<file path="src/sv/tet_pkg.sv">
// tet_pkg: shared types and constants for the timer expiry table
// used by every module of the block; no dependencies

package tet_pkg;

  localparam int unsigned TIMER_SLOTS = 16;
  localparam int unsigned SLOT_IDX_W  = (TIMER_SLOTS > 1) ? $clog2(TIMER_SLOTS) : 1;
  localparam int unsigned SLOT_CNT_W  = $clog2(TIMER_SLOTS + 1);

  localparam int unsigned QUEUE_DEPTH = 2;
  localparam int unsigned QUEUE_PTR_W = (QUEUE_DEPTH > 1) ? $clog2(QUEUE_DEPTH) : 1;
  localparam int unsigned QUEUE_CNT_W = $clog2(QUEUE_DEPTH + 1);

  localparam logic [16:0] WAIT_CAP_USEC = 17'd100000;

  typedef enum logic [1:0] {
    ST_SCHEDULED   = 2'd0,
    ST_FIRED       = 2'd1,
    ST_NOTHING_DUE = 2'd2,
    ST_FULL        = 2'd3
  } status_e;

  typedef enum logic {
    REQ_SCHEDULE = 1'b0,
    REQ_TICK     = 1'b1
  } req_kind_e;

  // classified request: time holds the deadline for a schedule, now for a tick
  typedef struct packed {
    req_kind_e   kind;
    logic [63:0] time_usec;
    logic [31:0] tag;
  } req_t;

  typedef struct packed {
    status_e     status;
    logic [31:0] fired_tag;
    logic [16:0] wait_usec;
  } res_t;

  typedef struct packed {
    logic [63:0] deadline;
    logic [31:0] tag;
    logic [31:0] order;
  } slot_t;

endpackage

</file>
<file path="src/sv/tet_front.sv">
// tet_front: accepts requests, classifies them and holds them in a short queue
// depends on tet_pkg

module tet_front (
  input  logic               clk_i,
  input  logic               rst_ni,
  input  logic               push_i,
  output logic               full,
  input  logic               req_type_i,
  input  logic [63:0]        deadline_usec_i,
  input  logic [31:0]        context_tag_i,
  input  logic [63:0]        now_usec_i,
  output logic               req_valid_o,
  output tet_pkg::req_t      req_o,
  input  logic               req_take_i
);

  tet_pkg::req_t                        fifo_q [tet_pkg::QUEUE_DEPTH];
  logic [tet_pkg::QUEUE_PTR_W-1:0]      wr_ptr_q, wr_ptr_d;
  logic [tet_pkg::QUEUE_PTR_W-1:0]      rd_ptr_q, rd_ptr_d;
  logic [tet_pkg::QUEUE_CNT_W-1:0]      cnt_q, cnt_d;
  tet_pkg::req_t                        req_in;
  logic                                 do_push, do_pop;

  always_comb begin
    req_in.kind      = tet_pkg::req_kind_e'(req_type_i);
    req_in.time_usec = (req_type_i == tet_pkg::REQ_TICK) ? now_usec_i : deadline_usec_i;
    req_in.tag       = context_tag_i;
  end

  assign full        = (cnt_q == tet_pkg::QUEUE_CNT_W'(tet_pkg::QUEUE_DEPTH));
  assign req_valid_o = (cnt_q != '0);
  assign req_o       = fifo_q[rd_ptr_q];
  assign do_push     = push_i && !full;
  assign do_pop      = req_take_i && req_valid_o;

  always_comb begin
    wr_ptr_d = wr_ptr_q;
    rd_ptr_d = rd_ptr_q;
    cnt_d    = cnt_q;
    if (do_push) begin
      wr_ptr_d = (wr_ptr_q == tet_pkg::QUEUE_PTR_W'(tet_pkg::QUEUE_DEPTH - 1)) ?
                 '0 : wr_ptr_q + 1'b1;
    end
    if (do_pop) begin
      rd_ptr_d = (rd_ptr_q == tet_pkg::QUEUE_PTR_W'(tet_pkg::QUEUE_DEPTH - 1)) ?
                 '0 : rd_ptr_q + 1'b1;
    end
    if (do_push && !do_pop) begin
      cnt_d = cnt_q + 1'b1;
    end else if (do_pop && !do_push) begin
      cnt_d = cnt_q - 1'b1;
    end
  end

  always_ff @(posedge clk_i or negedge rst_ni) begin
    if (!rst_ni) begin
      wr_ptr_q <= '0;
      rd_ptr_q <= '0;
      cnt_q    <= '0;
    end else begin
      wr_ptr_q <= wr_ptr_d;
      rd_ptr_q <= rd_ptr_d;
      cnt_q    <= cnt_d;
    end
  end

  always_ff @(posedge clk_i) begin
    if (do_push) begin
      fifo_q[wr_ptr_q] <= req_in;
    end
  end

endmodule

</file>
<file path="src/sv/tet_resq.sv">
// tet_resq: short result queue between the scan engine and the output ports
// depends on tet_pkg

module tet_resq (
  input  logic               clk_i,
  input  logic               rst_ni,
  input  logic               res_push_i,
  input  tet_pkg::res_t      res_i,
  output logic               res_space_o,
  output logic               empty,
  input  logic               pop,
  output tet_pkg::res_t      head_o
);

  tet_pkg::res_t                        fifo_q [tet_pkg::QUEUE_DEPTH];
  logic [tet_pkg::QUEUE_PTR_W-1:0]      wr_ptr_q, wr_ptr_d;
  logic [tet_pkg::QUEUE_PTR_W-1:0]      rd_ptr_q, rd_ptr_d;
  logic [tet_pkg::QUEUE_CNT_W-1:0]      cnt_q, cnt_d;
  logic                                 do_push, do_pop;

  assign res_space_o = (cnt_q != tet_pkg::QUEUE_CNT_W'(tet_pkg::QUEUE_DEPTH));
  assign empty       = (cnt_q == '0);
  assign head_o      = fifo_q[rd_ptr_q];
  assign do_push     = res_push_i && res_space_o;
  assign do_pop      = pop && !empty;

  always_comb begin
    wr_ptr_d = wr_ptr_q;
    rd_ptr_d = rd_ptr_q;
    cnt_d    = cnt_q;
    if (do_push) begin
      wr_ptr_d = (wr_ptr_q == tet_pkg::QUEUE_PTR_W'(tet_pkg::QUEUE_DEPTH - 1)) ?
                 '0 : wr_ptr_q + 1'b1;
    end
    if (do_pop) begin
      rd_ptr_d = (rd_ptr_q == tet_pkg::QUEUE_PTR_W'(tet_pkg::QUEUE_DEPTH - 1)) ?
                 '0 : rd_ptr_q + 1'b1;
    end
    if (do_push && !do_pop) begin
      cnt_d = cnt_q + 1'b1;
    end else if (do_pop && !do_push) begin
      cnt_d = cnt_q - 1'b1;
    end
  end

  always_ff @(posedge clk_i or negedge rst_ni) begin
    if (!rst_ni) begin
      wr_ptr_q <= '0;
      rd_ptr_q <= '0;
      cnt_q    <= '0;
    end else begin
      wr_ptr_q <= wr_ptr_d;
      rd_ptr_q <= rd_ptr_d;
      cnt_q    <= cnt_d;
    end
  end

  always_ff @(posedge clk_i) begin
    if (do_push) begin
      fifo_q[wr_ptr_q] <= res_i;
    end
  end

endmodule

</file>
<file path="src/sv/tet_back.sv">
// tet_back: slot table and scan engine that carries out schedule and tick requests
// depends on tet_pkg

module tet_back (
  input  logic               clk_i,
  input  logic               rst_ni,
  input  logic               req_valid_i,
  input  tet_pkg::req_t      req_i,
  output logic               req_take_o,
  input  logic               res_space_i,
  output logic               res_push_o,
  output tet_pkg::res_t      res_o
);

  localparam logic [1:0] S_IDLE   = 2'd0;
  localparam logic [1:0] S_SCHED  = 2'd1;
  localparam logic [1:0] S_TICK   = 2'd2;
  localparam logic [1:0] S_FINISH = 2'd3;

  localparam int unsigned IDXW = tet_pkg::SLOT_IDX_W;
  localparam int unsigned CNTW = tet_pkg::SLOT_CNT_W;

  // slot table memory, registered read
  tet_pkg::slot_t             slot_mem [tet_pkg::TIMER_SLOTS];
  tet_pkg::slot_t             rd_data_q;
  tet_pkg::slot_t             wr_data;
  logic                       mem_we;

  logic [1:0]                 state_q, state_d;
  tet_pkg::req_t              req_q, req_d;
  logic [CNTW-1:0]            idx_q, idx_d;
  logic [IDXW-1:0]            cur_idx;
  logic [tet_pkg::TIMER_SLOTS-1:0] valid_q, valid_d;
  logic [31:0]                order_cnt_q, order_cnt_d;
  logic                       rd_vld_q, rd_vld_d;
  logic [IDXW-1:0]            rd_idx_q;
  logic                       have_pick_q, have_pick_d;
  logic [IDXW-1:0]            pick_idx_q, pick_idx_d;
  logic [31:0]                best_age_q, best_age_d;
  logic [31:0]                best_tag_q, best_tag_d;
  logic [16:0]                wait_q, wait_d;

  logic                       issue;
  logic                       due;
  logic [31:0]                age;
  logic [63:0]                diff;

  assign cur_idx = idx_q[IDXW-1:0];
  assign issue   = (state_q == S_TICK) && (idx_q < CNTW'(tet_pkg::TIMER_SLOTS));
  assign due     = (rd_data_q.deadline <= req_q.time_usec);
  // age wraps modulo 2^32, largest is oldest
  assign age     = order_cnt_q - rd_data_q.order;
  assign diff    = rd_data_q.deadline - req_q.time_usec;

  always_comb begin
    wr_data.deadline = req_q.time_usec;
    wr_data.tag      = req_q.tag;
    wr_data.order    = order_cnt_q;
  end

  always_comb begin
    state_d     = state_q;
    req_d       = req_q;
    idx_d       = idx_q;
    valid_d     = valid_q;
    order_cnt_d = order_cnt_q;
    rd_vld_d    = issue;
    have_pick_d = have_pick_q;
    pick_idx_d  = pick_idx_q;
    best_age_d  = best_age_q;
    best_tag_d  = best_tag_q;
    wait_d      = wait_q;
    mem_we      = 1'b0;
    req_take_o  = 1'b0;
    res_push_o  = 1'b0;
    res_o.status    = tet_pkg::ST_SCHEDULED;
    res_o.fired_tag = '0;
    res_o.wait_usec = '0;

    case (state_q)
      S_IDLE: begin
        // only start when the result queue has room for the answer
        if (req_valid_i && res_space_i) begin
          req_take_o  = 1'b1;
          req_d       = req_i;
          idx_d       = '0;
          have_pick_d = 1'b0;
          best_age_d  = '0;
          wait_d      = tet_pkg::WAIT_CAP_USEC;
          state_d     = (req_i.kind == tet_pkg::REQ_TICK) ? S_TICK : S_SCHED;
        end
      end
      S_SCHED: begin
        // look for the lowest free slot, one slot a cycle
        if (!valid_q[cur_idx]) begin
          mem_we             = 1'b1;
          valid_d[cur_idx]   = 1'b1;
          order_cnt_d        = order_cnt_q + 32'd1;
          res_push_o         = 1'b1;
          res_o.status       = tet_pkg::ST_SCHEDULED;
          state_d            = S_IDLE;
        end else if (idx_q == CNTW'(tet_pkg::TIMER_SLOTS - 1)) begin
          res_push_o   = 1'b1;
          res_o.status = tet_pkg::ST_FULL;
          state_d      = S_IDLE;
        end else begin
          idx_d = idx_q + 1'b1;
        end
      end
      S_TICK: begin
        if (issue) begin
          idx_d = idx_q + 1'b1;
        end else begin
          state_d = S_FINISH;
        end
        if (rd_vld_q && valid_q[rd_idx_q]) begin
          if (due) begin
            if (!have_pick_q || (age > best_age_q)) begin
              have_pick_d = 1'b1;
              pick_idx_d  = rd_idx_q;
              best_age_d  = age;
              best_tag_d  = rd_data_q.tag;
            end
          end else if (diff < 64'(wait_q)) begin
            wait_d = diff[16:0];
          end
        end
      end
      S_FINISH: begin
        res_push_o = 1'b1;
        if (have_pick_q) begin
          valid_d[pick_idx_q] = 1'b0;
          res_o.status        = tet_pkg::ST_FIRED;
          res_o.fired_tag     = best_tag_q;
        end else begin
          res_o.status    = tet_pkg::ST_NOTHING_DUE;
          res_o.wait_usec = wait_q;
        end
        state_d = S_IDLE;
      end
      default: begin
        state_d = S_IDLE;
      end
    endcase
  end

  always_ff @(posedge clk_i or negedge rst_ni) begin
    if (!rst_ni) begin
      state_q     <= S_IDLE;
      valid_q     <= '0;
      order_cnt_q <= '0;
      rd_vld_q    <= 1'b0;
      have_pick_q <= 1'b0;
      idx_q       <= '0;
    end else begin
      state_q     <= state_d;
      valid_q     <= valid_d;
      order_cnt_q <= order_cnt_d;
      rd_vld_q    <= rd_vld_d;
      have_pick_q <= have_pick_d;
      idx_q       <= idx_d;
    end
  end

  always_ff @(posedge clk_i) begin
    req_q      <= req_d;
    rd_idx_q   <= cur_idx;
    pick_idx_q <= pick_idx_d;
    best_age_q <= best_age_d;
    best_tag_q <= best_tag_d;
    wait_q     <= wait_d;
  end

  always_ff @(posedge clk_i) begin
    if (mem_we) begin
      slot_mem[cur_idx] <= wr_data;
    end
    rd_data_q <= slot_mem[cur_idx];
  end

endmodule

</file>
<file path="src/sv/timer_expiry_table.sv">
// timer_expiry_table: request queue, slot scan engine and result queue.
// a schedule searches for a free slot, one slot a cycle; a tick scans every slot,
// reading one slot a cycle from the slot memory.
// the scan engine takes one request at a time and takes the next only when back in
// idle with room in the result queue; short queues on both sides.
// reset: asynchronous, clears all slots, the order counter and both queues.

module timer_expiry_table (
  input  logic        clk_i,
  input  logic        rst_ni,
  input  logic        push,
  output logic        full,
  input  logic        req_type_i,
  input  logic [63:0] deadline_usec_i,
  input  logic [31:0] context_tag_i,
  input  logic [63:0] now_usec_i,
  output logic        empty,
  input  logic        pop,
  output logic [1:0]  status_o,
  output logic [31:0] fired_tag_o,
  output logic [16:0] wait_usec_o
);

  logic          req_valid;
  logic          req_take;
  tet_pkg::req_t req;
  logic          res_space;
  logic          res_push;
  tet_pkg::res_t res;
  tet_pkg::res_t head;

  tet_front u_front (
    .clk_i           (clk_i),
    .rst_ni          (rst_ni),
    .push_i          (push),
    .full            (full),
    .req_type_i      (req_type_i),
    .deadline_usec_i (deadline_usec_i),
    .context_tag_i   (context_tag_i),
    .now_usec_i      (now_usec_i),
    .req_valid_o     (req_valid),
    .req_o           (req),
    .req_take_i      (req_take)
  );

  tet_back u_back (
    .clk_i       (clk_i),
    .rst_ni      (rst_ni),
    .req_valid_i (req_valid),
    .req_i       (req),
    .req_take_o  (req_take),
    .res_space_i (res_space),
    .res_push_o  (res_push),
    .res_o       (res)
  );

  tet_resq u_resq (
    .clk_i       (clk_i),
    .rst_ni      (rst_ni),
    .res_push_i  (res_push),
    .res_i       (res),
    .res_space_o (res_space),
    .empty       (empty),
    .pop         (pop),
    .head_o      (head)
  );

  assign status_o    = head.status;
  assign fired_tag_o = head.fired_tag;
  assign wait_usec_o = head.wait_usec;

endmodule
</file>
<file path="config.mk">
export PLATFORM = sky130hd
export DESIGN_NAME = timer_expiry_table
export DESIGN_NICKNAME = d
export VERILOG_FILES = /design/src/sv/tet_pkg.sv /design/src/sv/tet_front.sv /design/src/sv/tet_resq.sv /design/src/sv/tet_back.sv /design/src/sv/timer_expiry_table.sv
export SDC_FILE = /design/constraint.sdc
export NUM_CORES = 2
export LEC_CHECK = 0
export BUFFER_PORTS_ARGS = -buffer_cell sky130_fd_sc_hd__buf_2
export CAP_MARGIN = 20
export CORE_ASPECT_RATIO = 0.75
export CORE_MARGIN = 2
export CORE_UTILIZATION = 48
export DETAILED_ROUTE_END_ITERATION = 6
export GPL_ROUTABILITY_DRIVEN = 0
export GPL_TIMING_DRIVEN = 0
export HOLD_SLACK_MARGIN = 0.15
export PLACE_DENSITY = 0.62
export SLEW_MARGIN = 20
export SYNTH_ARGS = -nofsm -noshare
export SYNTH_HDL_FRONTEND = slang
export SYNTH_SLANG_ARGS = --single-unit
</file>
<file path="constraint.sdc">
create_clock -name clk_i -period 11.15 [get_ports clk_i]
set_input_delay 2.23 -clock clk_i [delete_from_list [all_inputs] [get_ports clk_i]]
set_output_delay 2.23 -clock clk_i [all_outputs]
set_load 0.005 [all_outputs]
</file>
# [Yosys cells after proc, flatten, opt, wreduce, memory -nomap -nowiden]
# Memories as Yosys holds them, arrays and structs flattened. A register that Yosys moved wholly into a read port is not among the register bits.
# Index checks and enable logic that the tools add are counted.
# W data, S select, Z words.
[word_totals] regBits=250 mem_bits_rw=2344 input_bits=165 out_inout_bits=53 wordCells=169 n_memories=3
[memory_table] name="u_back.slot_mem" depth=16 word_bits=128 rd=1 rd_ports_with_merged_regs=1 wr=1 line_no="tet_back.sv:24" rtl="tet_pkg::slot_t slot_mem [tet_pkg::TIMER_SLOTS];"
[memory_table] name="u_front.fifo_q" depth=2 word_bits=97 rd=1 rd_ports_with_merged_regs=0 wr=1 line_no="tet_front.sv:18" rtl="tet_pkg::req_t fifo_q [tet_pkg::QUEUE_DEPTH];"
[memory_table] name="u_resq.fifo_q" depth=2 word_bits=51 rd=1 rd_ports_with_merged_regs=0 wr=1 line_no="tet_resq.sv:15" rtl="tet_pkg::res_t fifo_q [tet_pkg::QUEUE_DEPTH];"
[op_classes] addsub=12 order_cmp=9 eq_ne=19 n_mux=66 bitwise_logic=4 reduce_logical=37
[op_table] op="$mux W32" count=5
[op_table] op="$mux W17" count=5
[op_table] op="$le A64 B64 Y1" count=1
[op_table] op="$lt A64 B17 Y1" count=1
[op_table] op="$mux W64" count=1
[op_table] op="$pmux W32 S2" count=1
[op_table] op="$sub A64 B64 Y64" count=1
[op_table] op="$mux W49" count=1
[op_table] op="$pmux W17 S2" count=1
[op_table] op="$add A32 B1 Y32 const B" count=1
[op_table] op="$gt A32 B32 Y1" count=1
[op_table] op="$mux W16" count=2
[op_table] op="$pmux W16 S2" count=1
[op_table] op="$sub A32 B32 Y32" count=1
[op_table] op="$mux W1" count=24
[op_table] op="$mux W2" count=12
[op_table] op="$mux W5" count=4
[op_table] op="$and A16 B16 Y16" count=1
[op_table] op="$ne A2 B2 Y1 const B" count=8
[op_table] op="$not A16 Y16" count=1
[op_table] op="$or A16 B16 Y16" count=1
[op_table] op="$lt A4 B5 Y1 const B" count=3
[op_table] op="$pmux W5 S3" count=1
[op_table] op="$reduce_and A5 Y1" count=3
[op_table] op="other kinds (26)" count=66

# [Logic depth before layout (Yosys ltp)]
[logic_depth] ltp_word=9 depth_mapped=24 ltp_nobuf=24

# [Hierarchy]
# Synthesis repeated with hierarchy kept, for this count alone.
[unflattened] hier_cells=5274 hier_area_um2=107986.1
[by_module_without_submodules] module="tet_back" n_inst=1 cells_each=4705 area_per_inst_um2=95819.4 seq_area_each_um2=71003.1
[by_module_without_submodules] module="tet_front" n_inst=1 cells_each=392 area_per_inst_um2=8041.5 seq_area_each_um2=5925.7
[by_module_without_submodules] module="tet_resq" n_inst=1 cells_each=177 area_per_inst_um2=4125.2 seq_area_each_um2=3163.0

# [Worst setup path before layout]
# No wires, ideal clock.
[synth_timing] kind="register to register" from="reg u_back.idx_q[0]" to="mem u_back.slot_mem[0][0] (netlist name) (enable)" setup_time_ns=0.772 t_arrival_ns=10.802 required_time_ns=10.378 slack_ns=-0.423 stages_incl_launch_ff=8 n_path_buf=2 synth_period_minus_slack_ns=11.573 path_cell_list="dfrtp_1 -> buf_2 -> mux4_2 -> mux4_2 -> nor2b_2 -> buf_1 -> nand2_1 -> nor3_1"
[synth_via] elab_chain_cells=6
[synth_rtl] item="start: declaration" line_no="tet_back.sv:31" rtl="logic [CNTW-1:0] idx_q, idx_d;"
[synth_rtl] item="start signal: assignment" line_no="tet_back.sv:161" rtl="idx_q <= idx_d;"
[synth_rtl] item="$bmux W1 S4" line_no="tet_back.sv:95" rtl="if (!valid_q[cur_idx]) begin"
[synth_rtl] item="$mux W1 (not written as such)" line_no="tet_back.sv:95"
[synth_rtl] item="$mux W1" line_no="tet_back.sv:95"
[synth_rtl] item="$mux W1" line_no="tet_back.sv:80" rtl="case (state_q)"
[synth_rtl] item="$mux W1" line_no="tet_back.sv:175" rtl="if (mem_we) begin"
[synth_rtl] item="$mux W1 (not written as such)" line_no="tet_back.sv:176" rtl="slot_mem[cur_idx] <= wr_data;"
[synth_rtl] item="end: declaration" line_no="tet_back.sv:24"
# Several ways; a longest one is shown, not always the timed one. The select of a mux whose other input is x is not followed.

# [Worst setup path in the final report]
[layout_timing] from="reg u_back.req_q[38] (netlist name)" to="reg u_back.wait_q[11] (enable)"
[layout_via] elab_chain_cells=4 word_cells_on_any_way=6 cone_classes="1 x add/sub; 2 x order compare; 2 x eq/ne; 1 x reduce/logical"
[layout_rtl] item="start: declaration" line_no="tet_back.sv:30" rtl="tet_pkg::req_t req_q, req_d;"
[layout_rtl] item="start signal: assignment" line_no="tet_back.sv:166" rtl="req_q <= req_d;"
[layout_rtl] item="$sub A64 B64 Y64" line_no="tet_back.sv:53" rtl="assign diff = rd_data_q.deadline - req_q.time_usec;"
[layout_rtl] item="net u_back.diff[16]" line_no="tet_back.sv:46" rtl="logic [63:0] diff;"
[layout_rtl] item="$lt A64 B17 Y1" line_no="tet_back.sv:124" rtl="end else if (diff < 64'(wait_q)) begin"
[layout_rtl] item="$ne A2 B2 Y1 (no source line)"
[layout_rtl] item="$reduce_and A5 Y1 (no source line)"
[layout_rtl] item="end signal: assignment" line_no="tet_back.sv:171" rtl="wait_q <= wait_d;"
[layout_rtl] item="end: declaration" line_no="tet_back.sv:41" rtl="logic [16:0] wait_q, wait_d;"
# The timed path passes the listed nets, and every way through them passes these cells.
# A chain may end at the register's enable or synchronous reset.

==> impl_metrics.json <==
{
  "num_rows": 150,
  "htreeDepth": 4,
  "die_h_um": 414,
  "synth-edff-count": 2525,
  "postLayoutCoreUtil": 0.560,
  "crit_path_end": "u_back.wait_q[11]",
  "i_o_pin_count": 218,
  "postLayoutSetupSlackWorst_ns": 3.92,
  "sequentialPowerShare": 0.447,
  "core_um2": 223000,
  "postCtsSetupBuffers": 0,
  "reported_net_switching_power_mw": 10.2,
  "cts.sink_count": 2722,
  "port_buffers": 217,
  "p_r_area_growth_vs_syn_pct": 16.0,
  "timing.max_cap.violations": 0,
  "crit-reg2reg-launch": "u_back.req_q[38]",
  "synth_cells": 5330,
  "worst_flop_to_flop_path_endpoint": "u_back.wait_q[11]",
  "final.min_clock_period_ns": 7.23,
  "power.total_mw": 31.8,
  "dp_slack_ns": 4.05,
  "ys.warnings.count": 0,
  "dr_wl_met3_um": 20100,
  "fp.dieArea_um2": 228000,
  "timing.final.max_slew_violations": 0,
  "netSwitchingFraction": 0.320,
  "post_drt_via_cell_ratio": 5.97,
  "timing.critical_path.required_ns": 11.65,
  "power.density_nw_per_um2": 255,
  "max_slew_margin_vs_limit": 0.214,
  "static-leakage-power_nw": 41.2,
  "globalRouteOverflowTotal": 0,
  "vias_in_the_first_global_route": 54900,
  "global_route_wire_length_before_repair_um": 384000,
  "nFillCells": 16500,
  "cts.root.buffer_cell": "sky130_fd_sc_hd__clkbuf_16",
  "final_layout_size_suffix_gt1_frac": 0.281,
  "path_max_fanout": 17,
  "clockBufferDepth": 4,
  "vdd.ir_drop.worst_mv": 0.151,
  "holdCritStartpoint": "u_back.idx_q[3]",
  "class_of_the_most_critical_hold_timing_path": "flop to flop",
  "final.period_utilization": 0.649,
  "cts_hold_buf": 0,
  "timing.hold.ws_ns": 0.364,
  "mappedNetlistArea_um2": 108000,
  "dp_hpwl_um": 180000,
  "worstPathArrival_ns": 7.73,
  "timing.fmax_mhz": 138,
  "worst_setup_path_start_kind": "flop",
  "design.final.nets": 6324,
  "fin_area_um2": 125000,
  "route.detailed.wl_per_inst_um": 29.0,
  "placement.cell_area_um2": 117000,
  "dieWidth_um": 551,
  "main_synth_ff_type": "sky130_fd_sc_hd__edfxtp_1",
  "postRouteAntennaNets": 0,
  "worstSetupPathType": "flop to flop",
  "comb_power_share": 0.290,
  "synth.yosys.seq_area_share": 0.744,
  "syn-mean-instance-area_um2": 20.2,
  "worst-r2r-setup-slack_ns": 3.92,
  "routed-wl-met2_um": 124000,
  "ant_cells": 0,
  "critPathLaunch": "u_back.req_q[38]",
  "top_layer": "met5",
  "cellInternalPower_mw": 21.6,
  "ff2ff_path_depth": 22,
  "wl_um": 266000,
  "clkSlewWorstSetupHoldPaths_ns": 0.06,
  "remaining_drc_errors": 0,
  "dpl.cell_count": 8715,
  "status": "finished, final reports clean",
  "cts_made_buffers": 247,
  "cts_tree": "built",
  "final-setup-viol-count": 0,
  "detail_route.wirelength.met1_um": 116000,
  "setup_tns_ns": 0,
  "groute.usage.overall": 0.233,
  "power.share.clock": 0.263,
  "asyncSetResetFlopFracSynth": 0.0239,
  "worstSkewPairLatency_ns": 0.91,
  "initial_utilization": 0.483,
  "synth_nets": 5653,
  "detail_route.first_pass.iterations": 5,
  "drtIter0Drc": 6786,
  "finish.cell_count_without_fillers": 9169,
  "endpoint_kind": "flop",
  "vias": 54800,
  "yosys_register_bits": 2722,
  "worst_slew_pin_slew_ns": 1.18,
  "fin_skew_ns": 0.0534,
  "grt_antenna_before_repair": 12,
  "synth.lib_cells_used.distinct": 80,
  "final_hold_viol_count": 0,
  "rsz0062_at_grt": "false",
  "cts.repair.resized": 0,
  "maximum_number_of_pins_on_one_net_before_global_route_repair": 65
}
## cell families (layout without fill, tap and decap cells)
| family | count (synthesis) | count (layout) | share of synthesized area |
|---|---|---|---|
| and+or+nand+nor | 632 | 632 | 0.0300 |
| buffers and inverters | 424 | 1299 | 0.0148 |
| DFF | 2722 | 2722 | 0.744 |
| AOI/OAI and AO/OA | 421 | 421 | 0.0250 |
| adders and majority gates | 158 | 158 | 0.0185 |
| xor gates and xnor gates | 100 | 100 | 0.00814 |
| muxes | 873 | 873 | 0.159 |
## synth_stat cells (42+ instances only)
cell	number	share of area
sky130_fd_sc_hd__nor2_1	145	0.0051
sky130_fd_sc_hd__and3_1	50	0.0029
sky130_fd_sc_hd__mux4_2	649	0.14
sky130_fd_sc_hd__a21oi_1	127	0.0059
sky130_fd_sc_hd__dfxtp_1	132	0.025
sky130_fd_sc_hd__o21ai_0	79	0.0037
sky130_fd_sc_hd__nand4_1	57	0.0033
sky130_fd_sc_hd__nand3_1	42	0.0020
sky130_fd_sc_hd__xnor2_1	63	0.0051
sky130_fd_sc_hd__clkbuf_1	200	0.0070
sky130_fd_sc_hd__nor3_1	47	0.0022
sky130_fd_sc_hd__mux2_2	213	0.022
sky130_fd_sc_hd__nand2_1	129	0.0045
sky130_fd_sc_hd__dfrtp_1	65	0.015
sky130_fd_sc_hd__edfxtp_1	2525	0.70
sky130_fd_sc_hd__and2_1	48	0.0028
sky130_fd_sc_hd__ha_1	156	0.018
sky130_fd_sc_hd__inv_1	180	0.0063
## area by class of cell
cell class	instances	area, µm²	area share
Sequential cell	2722	80100	0.642
Multi-Input combinational cell	2184	26100	0.209
Clock buffer	327	6760	0.0541
Timing Repair Buffer	422	5330	0.0427
Tap cell	2964	3710	0.0297
Clock inverter	126	1140	0.00911
Buffer	242	992	0.00795
Inverter	182	691	0.00554
## flip-flops by register name, indices dropped and copies added, names as in the netlist, 2 cells and up
signal / cells
u_back.slot_mem: 2048
u_resq.cnt_q: 2
u_back.wait_q: 17
u_back.rd_data_q: 128
u_back.order_cnt_q: 32
u_front.cnt_q: 2
u_back.best_tag_q: 32
u_back.best_age_q: 32
u_back.rd_idx_q: 4
u_back.valid_q: 16
u_back.pick_idx_q: 4
u_resq.fifo_q: 102
u_front.fifo_q: 194
u_back.state_q: 2
u_back.req_q: 96
u_back.idx_q: 5
## power by group through the flow
stage	clock [mW]	sequential, mW	combinational, mW
6_report	8.37	14.2	9.22
5_1_grt	8.88	14.3	9.95
4_1_cts	8.49	14.2	9.22
3_5_place_dp	0	14.4	9.15
3_3_place_gp	0	14.5	8.81
2_1_floorplan	0	14.0	6.06
## worst min path at each step
| stage | slack, ns | end | cells past startpoint |
|---|---|---|---|
| after floorplan | 0.35 | u_back.rd_idx_q[2] | 0 |
| after global placement | 0.36 | u_back.rd_idx_q[3] | 0 |
| after detailed placement | 0.38 | u_back.rd_idx_q[3] | 0 |
| after CTS | 0.36 | u_back.rd_idx_q[3] | 0 |
| after global routing | 0.37 | u_back.rd_idx_q[3] | 0 |
| final | 0.36 | u_back.rd_idx_q[3] | 0 |
## routing by layer
layer,GRT usage,vias to the layer above
met5,0,-
met4,0.0532,2
met3,0.0405,361
met2,0.361,2275
met1,0.347,29000
li1,-,23100
## cells in the final DEF (no fill, tap or decap), types with 49 or more instances in the layout
cell	Yosys	layout
sky130_fd_sc_hd__clkbuf_1	200	218
sky130_fd_sc_hd__a21oi_1	127	127
sky130_fd_sc_hd__clkbuf_16	0	250
sky130_fd_sc_hd__nand2_1	129	129
sky130_fd_sc_hd__o21ai_0	79	79
sky130_fd_sc_hd__nor2_1	145	132
sky130_fd_sc_hd__and3_1	50	49
sky130_fd_sc_hd__dfrtp_1	65	65
sky130_fd_sc_hd__mux4_2	649	649
sky130_fd_sc_hd__nand4_1	57	57
sky130_fd_sc_hd__inv_1	180	179
sky130_fd_sc_hd__clkinv_2	0	49
sky130_fd_sc_hd__ha_1	156	156
sky130_fd_sc_hd__buf_16	0	78
sky130_fd_sc_hd__buf_8	0	49
sky130_fd_sc_hd__edfxtp_1	2525	2525
sky130_fd_sc_hd__dfxtp_1	132	132
sky130_fd_sc_hd__buf_2	4	239
sky130_fd_sc_hd__xnor2_1	63	63
sky130_fd_sc_hd__mux2_2	213	213
sky130_fd_sc_hd__buf_12	0	56
## critical path, cell delays in order, from the launching register on
cell and delay (ns):
sky130_fd_sc_hd__edfxtp_1 0.66, sky130_fd_sc_hd__inv_1 0.15, sky130_fd_sc_hd__ha_1 0.31, sky130_fd_sc_hd__clkbuf_1 0.27, sky130_fd_sc_hd__nand4_1 0.30, sky130_fd_sc_hd__a211oi_1 0.51, sky130_fd_sc_hd__nor3_2 0.20, sky130_fd_sc_hd__o21bai_1 0.23
sky130_fd_sc_hd__a21oi_1 0.12, sky130_fd_sc_hd__xnor2_1 0.30, sky130_fd_sc_hd__ha_1 0.31, sky130_fd_sc_hd__and3_1 0.15, sky130_fd_sc_hd__nand3_1 0.12, sky130_fd_sc_hd__a21oi_1 0.10, sky130_fd_sc_hd__a2111oi_0 0.51, sky130_fd_sc_hd__o211a_1 0.28
sky130_fd_sc_hd__o2111ai_1 0.12, sky130_fd_sc_hd__or4_1 0.57, sky130_fd_sc_hd__nor4_1 0.25, sky130_fd_sc_hd__nand4_1 0.17, sky130_fd_sc_hd__nor4_1 0.34, sky130_fd_sc_hd__nand4_1 0.20, sky130_fd_sc_hd__nand2_1 0.65
No activity file was read; power rests on OpenSTA's default activity.
